## config.mk

```make
export PLATFORM = sky130hd
export DESIGN_NAME = ppm_frame_decoder_core
export DESIGN_NICKNAME = d
export VERILOG_FILES = /design/src/rtl/ppmfd_pkg.sv /design/src/rtl/ppmfd_gap_classify.sv /design/src/rtl/ppm_frame_decoder_core.sv
export SDC_FILE = /design/constraint.sdc
export NUM_CORES = 1
export LEC_CHECK = 0
export ABC_AREA = 0
export BUFFER_PORTS_ARGS = -buffer_cell sky130_fd_sc_hd__buf_2
export CORE_MARGIN = 2
export CORE_UTILIZATION = 56
export DETAILED_ROUTE_END_ITERATION = 8
export PLACE_DENSITY = 0.78
export SYNTH_ARGS = -nofsm -noshare
export SYNTH_HDL_FRONTEND = slang
export SYNTH_SLANG_ARGS = --single-unit
```

## constraint.sdc

```tcl
create_clock -name i_clk -period 30.1 [get_ports i_clk]
set_input_delay 6.02 -clock i_clk [delete_from_list [all_inputs] [get_ports i_clk]]
set_output_delay 6.02 -clock i_clk [all_outputs]
set_load 0.01 [all_outputs]
```

## src/rtl/ppmfd_pkg.sv

```systemverilog
// ppmfd_pkg: shared types and constants for the PPM frame decoder.
// Used by ppmfd_gap_classify and ppm_frame_decoder_core; no dependencies.
`default_nettype none

package ppmfd_pkg;

    // Field widths
    localparam int US_W         = 16;
    localparam int TS_W         = 32;
    localparam int CFG_IDX_W    = 2;
    localparam int CFG_DATA_W   = 16;
    localparam int MAX_CHANNELS = 8;
    localparam int CHAN_IDX_W   = 3;

    // Default channel count of a frame
    localparam int NUM_CHANNELS_DEF = 8;

    // Register values after reset
    localparam logic [US_W-1:0] SYNC_MIN_RST  = 16'd2200;
    localparam logic [US_W-1:0] PULSE_MIN_RST = 16'd950;
    localparam logic [US_W-1:0] PULSE_MAX_RST = 16'd2050;

    // Register indexes on the configuration port
    typedef enum logic [CFG_IDX_W-1:0] {
        REG_SYNC_MIN  = 2'd0,
        REG_PULSE_MIN = 2'd1,
        REG_PULSE_MAX = 2'd2
    } t_cfg_reg;

    // Classification of one edge gap
    typedef struct packed {
        logic is_sync;
        logic in_window;
    } t_gap_class;

endpackage

`default_nettype wire

```

## src/rtl/ppmfd_gap_classify.sv

```systemverilog
// ppmfd_gap_classify: measures the gap between the current and the last PPM edge
// (low bits only, wrapping) and classifies it against the sync threshold and the pulse window.
// Depends on ppmfd_pkg.
`default_nettype none

module ppmfd_gap_classify (
    input  wire logic [ppmfd_pkg::US_W-1:0] i_now_lo,
    input  wire logic [ppmfd_pkg::US_W-1:0] i_last_lo,
    input  wire logic [ppmfd_pkg::US_W-1:0] i_sync_min_us,
    input  wire logic [ppmfd_pkg::US_W-1:0] i_pulse_min_us,
    input  wire logic [ppmfd_pkg::US_W-1:0] i_pulse_max_us,
    output logic      [ppmfd_pkg::US_W-1:0] o_gap_us,
    output ppmfd_pkg::t_gap_class           o_class
);

    // Take the gap modulo 65536: only the low bits of both times matter
    assign o_gap_us = i_now_lo - i_last_lo;

    // Compare against the sync threshold and the pulse window
    always_comb begin
        o_class.is_sync   = (o_gap_us >= i_sync_min_us);
        o_class.in_window = (o_gap_us >= i_pulse_min_us) && (o_gap_us <= i_pulse_max_us);
    end

endmodule

`default_nettype wire

```

## src/rtl/ppm_frame_decoder_core.sv

```systemverilog
// ppm_frame_decoder_core: PPM frame decoder; an input register, one pass of
// gap logic, and an output register that drives o_valid. Throughput is one
// item per cycle, held back only by i_ready.
// Synchronous active-low reset: decoder disarmed, channel count and last edge
// time cleared, registers back to 2200 / 950 / 2050 us, both stages empty.
// Depends on ppmfd_pkg and ppmfd_gap_classify.
`default_nettype none

module ppm_frame_decoder_core #(
    parameter int NUM_CHANNELS = ppmfd_pkg::NUM_CHANNELS_DEF
) (
    input  wire logic                               i_clk,
    input  wire logic                               i_rst_n,
    // Edge items
    input  wire logic                               i_valid,
    output logic                                    o_ready,
    input  wire logic                               i_on_ppm_pin,
    input  wire logic [ppmfd_pkg::TS_W-1:0]         i_timestamp_us,
    // Frame items
    output logic                                    o_valid,
    input  wire logic                               i_ready,
    output logic      [ppmfd_pkg::US_W-1:0]         o_chan0_us,
    output logic      [ppmfd_pkg::US_W-1:0]         o_chan1_us,
    output logic      [ppmfd_pkg::US_W-1:0]         o_chan2_us,
    output logic      [ppmfd_pkg::US_W-1:0]         o_chan3_us,
    output logic      [ppmfd_pkg::US_W-1:0]         o_chan4_us,
    output logic      [ppmfd_pkg::US_W-1:0]         o_chan5_us,
    output logic      [ppmfd_pkg::US_W-1:0]         o_chan6_us,
    output logic      [ppmfd_pkg::US_W-1:0]         o_chan7_us,
    // Configuration writes
    input  wire logic                               i_cfg_valid,
    output logic                                    o_cfg_ready,
    input  wire logic [ppmfd_pkg::CFG_IDX_W-1:0]    i_cfg_index,
    input  wire logic [ppmfd_pkg::CFG_DATA_W-1:0]   i_cfg_data
);

    localparam int US_W  = ppmfd_pkg::US_W;
    localparam int TS_W  = ppmfd_pkg::TS_W;
    localparam int MAXC  = ppmfd_pkg::MAX_CHANNELS;
    localparam int IDX_W = ppmfd_pkg::CHAN_IDX_W;
    localparam logic [IDX_W:0] LP_NCH = (IDX_W+1)'(NUM_CHANNELS);

    // Configuration registers
    logic [US_W-1:0] r_sync_min, r_pulse_min, r_pulse_max;

    // Input stage
    logic            r_in_valid;
    logic            r_in_on_pin;
    logic [TS_W-1:0] r_in_ts;

    // Decoder state
    logic [TS_W-1:0]  r_last_edge;
    logic             r_armed;
    logic [IDX_W-1:0] r_chan_idx;
    logic [US_W-1:0]  r_store [MAXC];

    // Output stage
    logic            r_out_valid;
    logic [US_W-1:0] r_out_chan [MAXC];

    logic                  w_fire;
    logic [US_W-1:0]       w_gap;
    ppmfd_pkg::t_gap_class w_class;
    logic                  w_take_chan;
    logic                  w_last_chan;
    logic                  w_frame;
    logic [US_W-1:0]       n_out_chan [MAXC];

    // Configuration port: always ready, writes beyond the list are dropped
    assign o_cfg_ready = 1'b1;

    always_ff @(posedge i_clk) begin
        if (!i_rst_n) begin
            r_sync_min  <= ppmfd_pkg::SYNC_MIN_RST;
            r_pulse_min <= ppmfd_pkg::PULSE_MIN_RST;
            r_pulse_max <= ppmfd_pkg::PULSE_MAX_RST;
        end else if (i_cfg_valid) begin
            case (i_cfg_index)
                ppmfd_pkg::REG_SYNC_MIN:  r_sync_min  <= i_cfg_data;
                ppmfd_pkg::REG_PULSE_MIN: r_pulse_min <= i_cfg_data;
                ppmfd_pkg::REG_PULSE_MAX: r_pulse_max <= i_cfg_data;
                default: ;
            endcase
        end
    end

    // Advance the input stage whenever the decode stage moves on
    assign w_fire  = r_in_valid && (!r_out_valid || i_ready);
    assign o_ready = !r_in_valid || w_fire;

    always_ff @(posedge i_clk) begin
        if (!i_rst_n) begin
            r_in_valid <= 1'b0;
        end else if (o_ready) begin
            r_in_valid <= i_valid;
        end
    end

    always_ff @(posedge i_clk) begin
        if (o_ready && i_valid) begin
            r_in_on_pin <= i_on_ppm_pin;
            r_in_ts     <= i_timestamp_us;
        end
    end

    // Gap measurement and classification
    ppmfd_gap_classify u_classify (
        .i_now_lo       (r_in_ts[US_W-1:0]),
        .i_last_lo      (r_last_edge[US_W-1:0]),
        .i_sync_min_us  (r_sync_min),
        .i_pulse_min_us (r_pulse_min),
        .i_pulse_max_us (r_pulse_max),
        .o_gap_us       (w_gap),
        .o_class        (w_class)
    );

    // Decide what this edge does
    assign w_take_chan = w_fire && r_in_on_pin && !w_class.is_sync && r_armed
                         && w_class.in_window;
    assign w_last_chan = (({1'b0, r_chan_idx} + (IDX_W+1)'(1)) >= LP_NCH);
    assign w_frame     = w_take_chan && w_last_chan;

    // Update the decoder state
    always_ff @(posedge i_clk) begin
        if (!i_rst_n) begin
            r_last_edge <= '0;
            r_armed     <= 1'b0;
            r_chan_idx  <= '0;
        end else if (w_fire && r_in_on_pin) begin
            r_last_edge <= r_in_ts;
            if (w_class.is_sync) begin
                r_armed    <= 1'b1;
                r_chan_idx <= '0;
            end else if (r_armed) begin
                if (w_class.in_window) begin
                    r_chan_idx <= w_last_chan ? '0 : r_chan_idx + IDX_W'(1);
                end else begin
                    r_armed <= 1'b0;
                end
            end
        end
    end

    // Store the accepted channel width
    always_ff @(posedge i_clk) begin
        if (w_take_chan) begin
            r_store[r_chan_idx] <= w_gap;
        end
    end

    // Assemble the frame, taking the current gap for the last channel
    always_comb begin
        for (int k = 0; k < MAXC; k++) begin
            if (k < NUM_CHANNELS) begin
                n_out_chan[k] = (r_chan_idx == IDX_W'(k)) ? w_gap : r_store[k];
            end else begin
                n_out_chan[k] = '0;
            end
        end
    end

    // Output register: hold the frame until it is taken
    always_ff @(posedge i_clk) begin
        if (!i_rst_n) begin
            r_out_valid <= 1'b0;
        end else if (w_frame) begin
            r_out_valid <= 1'b1;
        end else if (i_ready) begin
            r_out_valid <= 1'b0;
        end
    end

    always_ff @(posedge i_clk) begin
        if (w_frame) begin
            r_out_chan <= n_out_chan;
        end
    end

    assign o_valid    = r_out_valid;
    assign o_chan0_us = r_out_chan[0];
    assign o_chan1_us = r_out_chan[1];
    assign o_chan2_us = r_out_chan[2];
    assign o_chan3_us = r_out_chan[3];
    assign o_chan4_us = r_out_chan[4];
    assign o_chan5_us = r_out_chan[5];
    assign o_chan6_us = r_out_chan[6];
    assign o_chan7_us = r_out_chan[7];

    // Channel count never reaches the frame length
    a_idx_range: assert property (@(posedge i_clk) disable iff (!i_rst_n)
        ({1'b0, r_chan_idx} < LP_NCH))
        else $error("channel count out of range");

    // A new frame only appears after a completing channel edge
    a_frame_source: assert property (@(posedge i_clk) disable iff (!i_rst_n)
        (o_valid && !$past(o_valid)) |-> $past(w_frame))
        else $error("frame appeared without a completing edge");

    // A sync edge arms the decoder and restarts the count
    a_sync_arms: assert property (@(posedge i_clk) disable iff (!i_rst_n)
        (w_fire && r_in_on_pin && w_class.is_sync) |=> (r_armed && r_chan_idx == '0))
        else $error("sync edge did not arm the decoder");

    // A mid-frame channel advances the count by one
    a_chan_step: assert property (@(posedge i_clk) disable iff (!i_rst_n)
        (w_take_chan && !w_last_chan) |=> (r_chan_idx == $past(r_chan_idx) + IDX_W'(1)))
        else $error("channel count did not advance");

endmodule

`default_nettype wire

```

# Word-level counts from Yosys, hierarchy flattened
# Memories as Yosys holds them, arrays and structs flattened. A register that Yosys moved wholly into a read port is not among the register bits.
# Cells that the tools add are included.
totals:
  ram_bits: 128
  output_inout_bits: 131
  n_memories: 1
  reg_bits: 87
  word_cells: 52
  inputBits: 56
memory_table:
  columns: ["name", "depth", "word_bits", "rd", "rd_clocked_by_memory_dff", "wr", "line_no", "rtl"]
  rows:
  - ["r_store", 8, 16, 8, 8, 1, "ppm_frame_decoder_core.sv:55", "logic [US_W-1:0] r_store [MAXC];"]
classes:
  n_eq_ne: 2
  reduce_logical: 21
  n_addsub: 3
  n_lt_le_gt_ge: 4
  n_mux: 11
op_table:
  columns: ["op", "n"]
  rows:
  - ["$ge A16 B16 Y1", 2]
  - ["$le A16 B16 Y1", 1]
  - ["$sub A16 B16 Y16", 1]
  - ["$mux W3", 4]
  - ["$logic_and A1 B1 Y1", 8]
  - ["$mux W1", 7]
  - ["$reduce_and A2 Y1", 3]
  - ["$reduce_bool A2 Y1", 3]
  - ["$add A3 B1 Y4 const B", 1]
  - ["$ge A4 B4 Y1 const B", 1]
  - ["$add A3 B1 Y3 const B", 1]
  - ["$logic_not A1 Y1", 3]
  - ["$reduce_and A3 Y1", 1]
  - ["$eq A2 B1 Y1 const B", 1]
  - ["$eq A2 B2 Y1 const B", 1]
  - ["$logic_not A2 Y1", 1]
  - ["$logic_or A1 B1 Y1", 2]

# Logic depth before layout (Yosys ltp)
logic_depth:
  word_depth: 9
  depth_mapped: 20
  depth_no_buf: 17

# Cells and area by module
# Synthesis repeated with hierarchy kept, for this count alone.
unflattened:
  hier_cells: 918
  hier_area_um2: 13489.2
modules_own_cells:
  columns: ["mod", "n_inst", "cells_each", "seq_area_each_um2", "area_each_um2"]
  rows:
  - ["ppm_frame_decoder_core", 1, 661, 9599.2, 11576.1]
  - ["ppmfd_gap_classify", 1, 257, 0.0, 1913.1]

# Worst setup path before layout
# OpenSTA, ideal clock, no wires.
synth_path:
  path_type: "input port to flip-flop"
  from: "input port i_ready"
  to: "register r_out_chan, in the netlist o_chan0_us[0] (read register of r_store) (enable)"
  setup_ps: 772
  arrival_time_ps: 15429
  cell_stages: 5
  path_slack_ps: 13899
  required_time_ps: 29328
  path_buffers: 1
  cell_sequence: "nand2b_1 and3_1 clkbuf_1 nand4_1 nor3_1"
synth_between:
  elab_chain_cells: 7
synth_rtl:
  columns: ["item", "line_no", "rtl"]
  rows:
  - ["start, declared", "ppm_frame_decoder_core.sv:21", "input wire logic i_ready,"]
  - ["$logic_or A1 B1 Y1", "ppm_frame_decoder_core.sv:88", "assign w_fire = r_in_valid && (!r_out_valid || i_ready);"]
  - ["$logic_and A1 B1 Y1", "ppm_frame_decoder_core.sv:88", null]
  - ["$logic_and A1 B1 Y1 (3 in a row)", "ppm_frame_decoder_core.sv:118", "assign w_take_chan = w_fire && r_in_on_pin && !w_class.is_sync && r_armed"]
  - ["$logic_and A1 B1 Y1", "ppm_frame_decoder_core.sv:119", "&& w_class.in_window;"]
  - ["$logic_and A1 B1 Y1", "ppm_frame_decoder_core.sv:121", "assign w_frame = w_take_chan && w_last_chan;"]
  - ["net w_frame", "ppm_frame_decoder_core.sv:66", "logic w_frame;"]
  - ["end, declared", "ppm_frame_decoder_core.sv:59", "logic [US_W-1:0] r_out_chan [MAXC];"]
# The timed path passes the listed nets, and every way through them passes these cells.
# A chain may end at the register's enable or synchronous reset.

# Worst setup path after layout
layout_path:
  from: "input port i_ready"
  to: "output port o_ready"
layout_between:
  elab_chain_cells: 3
layout_rtl:
  columns: ["item", "line_no", "rtl"]
  rows:
  - ["$logic_or A1 B1 Y1", "ppm_frame_decoder_core.sv:88", null]
  - ["$logic_and A1 B1 Y1", "ppm_frame_decoder_core.sv:88", null]
  - ["$logic_or A1 B1 Y1", "ppm_frame_decoder_core.sv:89", "assign o_ready = !r_in_valid || w_fire;"]
  - ["end, declared", "ppm_frame_decoder_core.sv:16", "output logic o_ready,"]
# No other way between the ends.

==> metrics <==
Final Skew=0.0221 ns; max cap viols=0; Clock Root Buffer=clkbuf_16; FILL cells=1676; die width=160 um; drt pass-1 iters=5; fmax=~0.080 GHz; clock sink total=343; WP data arrival=6.52 ns; EDFF count, synth=approximately 270; # setup viols final=0; CTS buffer count=35; Yosys reg bits=343; vias after detailed routing=7920; top-level I/O count=187; multi-input gate area in the final layout=3690 um2; max incr delay on CP=0.17 ns; fin cells=1484; Final Instance Area=16100 um2; 1st-iter DRT viols=502; Hold WS=a little over 0.4 ns; LEAKAGE=5.93 nW; Routed wire per std cell=18.4 um; CTS resizes=0; Die H=160 um; DR vias/cell=between 5 and 6; worst hold path type=reg2reg; Core Rows=57; Total GRT Usage=a little over a fifth; worst-case clock buffer depth=3; CTS tree=yes; Reg area=approximately 9600 um2; port buffer count=169; Cells after Synth=around 940; cell mode on critical path=buf_2; syn nets=1060; register with the most flip-flops=r_store; cell chain of the critical path=buf_2 > nor2b_1 > nand2_1 > buf_2; CP startpoint=i_ready; core area=24200 um2; routability cong.=between 0.8 and 0.9; clock-pin slew on the worst setup and hold paths=0.06 ns; Synth cell types=58; cts hold-fix bufs=0; Crit path max-delay family=simple AND/OR/NAND/NOR gates; status=complete, no violations; Mapped Area=13700 um2; VDD IR-drop max=0.0000476 V; Nets=1261; Final min period=12.54 ns; WL final=27300 um; clk_lat worst skew=0.52 ns; Buf+Inv Stages, Crit Path=2; die area=25700 um2; total grt overflow=0; Post-DRT Antenna Nets=0; DRC=0; CP required=24.08 ns; antenna violations before repair=0; Initial Util=56.5%; # H-tree levels=2; Cell Area, Placed=15000 um2; Max stage delay cell, worst path=nor2b_1; Synth Area per Inst=14.6 um2; hpwl dp=~17000 um; vias in the first global route=7754; Max-slew headroom=17.4%; yosys synthesis warning count=0; Pins Over Slew Limit=0; pin count of the biggest net entering global routing=102; layout overhead on the synthesized area=17.8%; most frequent cells in the layout=273 x edfxtp_1, 169 x buf_2, 143 x nand2_1; Post-CTS Setup Bufs=0; Setup TNS=0 ns; top_reg_cell synth=edfxtp_1; startpoint types=input pin; Crit Path Max Fanout=3; layout cell share with drive strength beyond 1=27.1%; RSZ-0062 raised after global routing=no; Setup CP Type=in2out; Final Hold Viols=0; commonest non-fill, non-tap cell in the layout=edfxtp_1; max reg flops=about 130; ant diodes=0; Setup crit end kind=output pin; Worst Hold Launch=r_store[3][6]; Seq/Total Area, Yosys=between 70% and 80%; actual slew at the worst max-slew pin=1.24 ns; Inst Count DP=between 1000 and 1500; fin crit share=41.7%; async set-reset flop share out of synthesis=0%; pwr/cell area=65.0 nW/um2; wire length of the first global-routing pass=42200 um; worst r2r src=r_in_ts[1]
report_power, final:
part | internal [mW] | switching, mW
logic | 0.0371 | 0.0705
registers | 0.523 | 0.00272
clock network | 0.243 | 0.171
worst reg2reg max path: stages (launching register included):
cell and delay [ns]:
edfxtp_1 0.43, ha_1 0.33, nor2b_1 0.15, o31a_1 0.27, o211a_1 0.30, a31o_1 0.25
and4b_1 0.17, a311o_1 0.58, ha_1 0.42, a21oi_1 0.16, nor2b_1 0.06, o21ai_0 0.13
o21ai_0 0.16, o31ai_4 0.47, nand4_1 0.56, nor3_2 0.37, buf_4 0.95
layer usage:
layer | up-vias | share of wire [%] | global-route usage [%] | wire length (um)
li1 | 3807 | - | - | -
met1 | 3772 | 43 | 28.9 | 11700
met2 | 293 | 48 | 35.9 | 13100
met3 | 48 | 6.6 | 4.16 | 1810
met4 | 0 | 2.0 | 6.22 | 558
met5 | - | 0 | 0 | 0
through the flow:
stage	setup WS (ns)	total power [mW]	util [%]
3_5_place_dp	17.56	0.641	62.0
4_1_cts	17.55	1.05	66.6
3_3_place_gp	17.56	0.637	62.0
6_report	17.56	1.05	66.6
2_1_floorplan	13.90	0.601	-
5_1_grt	17.48	1.09	66.6
cells by family (layout without fill, tap and decap cells):
logic type,Yosys count,count (layout),share of synthesized area (%)
DFF,343,343,70.2
other,1,1,0.0274
xor gates and xnor gates,10,10,0.641
buffers and inverters,100,324,3.19
AOI/OAI and AO/OA,153,153,8.00
muxes,49,49,4.64
adders and majority gates,68,68,6.28
and+or+nand+nor,212,212,7.01
cell type report:
cell class,count,share of cell area [%]
clock inverters,19,1.21
flip-flops and latches,343,59.6
repair buffers,194,6.42
well taps,324,2.52
clock buffers,41,5.64
inverters,70,1.63
multi-input cells,493,22.9
synth_stat cells, types with 3 or more instances:
master	number	area, um2
a21boi_0	53	398
nor3_1	9	45.0
nand3_1	4	20.0
xnor2_1	6	52.6
nor2b_1	9	56.3
buf_6	3	33.8
mux2_4	22	330
inv_1	70	263
o21ai_0	14	70.1
o211ai_1	14	105
edfxtp_1	273	8200
nand4_1	9	56.3
a211o_1	3	26.3
o221ai_1	3	26.3
o31ai_1	3	22.5
xor2_1	4	35.0
clkbuf_1	22	82.6
nor4_1	4	25.0
and3_1	3	18.8
nand2b_1	4	25.0
a21o_1	10	75.1
dfxtp_1	70	1400
o21a_1	4	30.0
a211oi_1	4	30.0
ha_1	67	838
mux2_2	27	304
or2_2	3	18.8
nor2_1	13	48.8
a21oi_1	28	140
nand2_1	143	537
o31a_1	3	26.3
final timing paths:
kind	to	slack, ns	depth (start not counted)
worst max register to register	o_chan4_us[12]	23.90	16
worst min-delay path	o_chan3_us[6]	0.41	0
worst min register to register	o_chan3_us[6]	0.41	0
worst max-delay path	o_ready	17.56	4
Power figures use the tool's default switching activity.
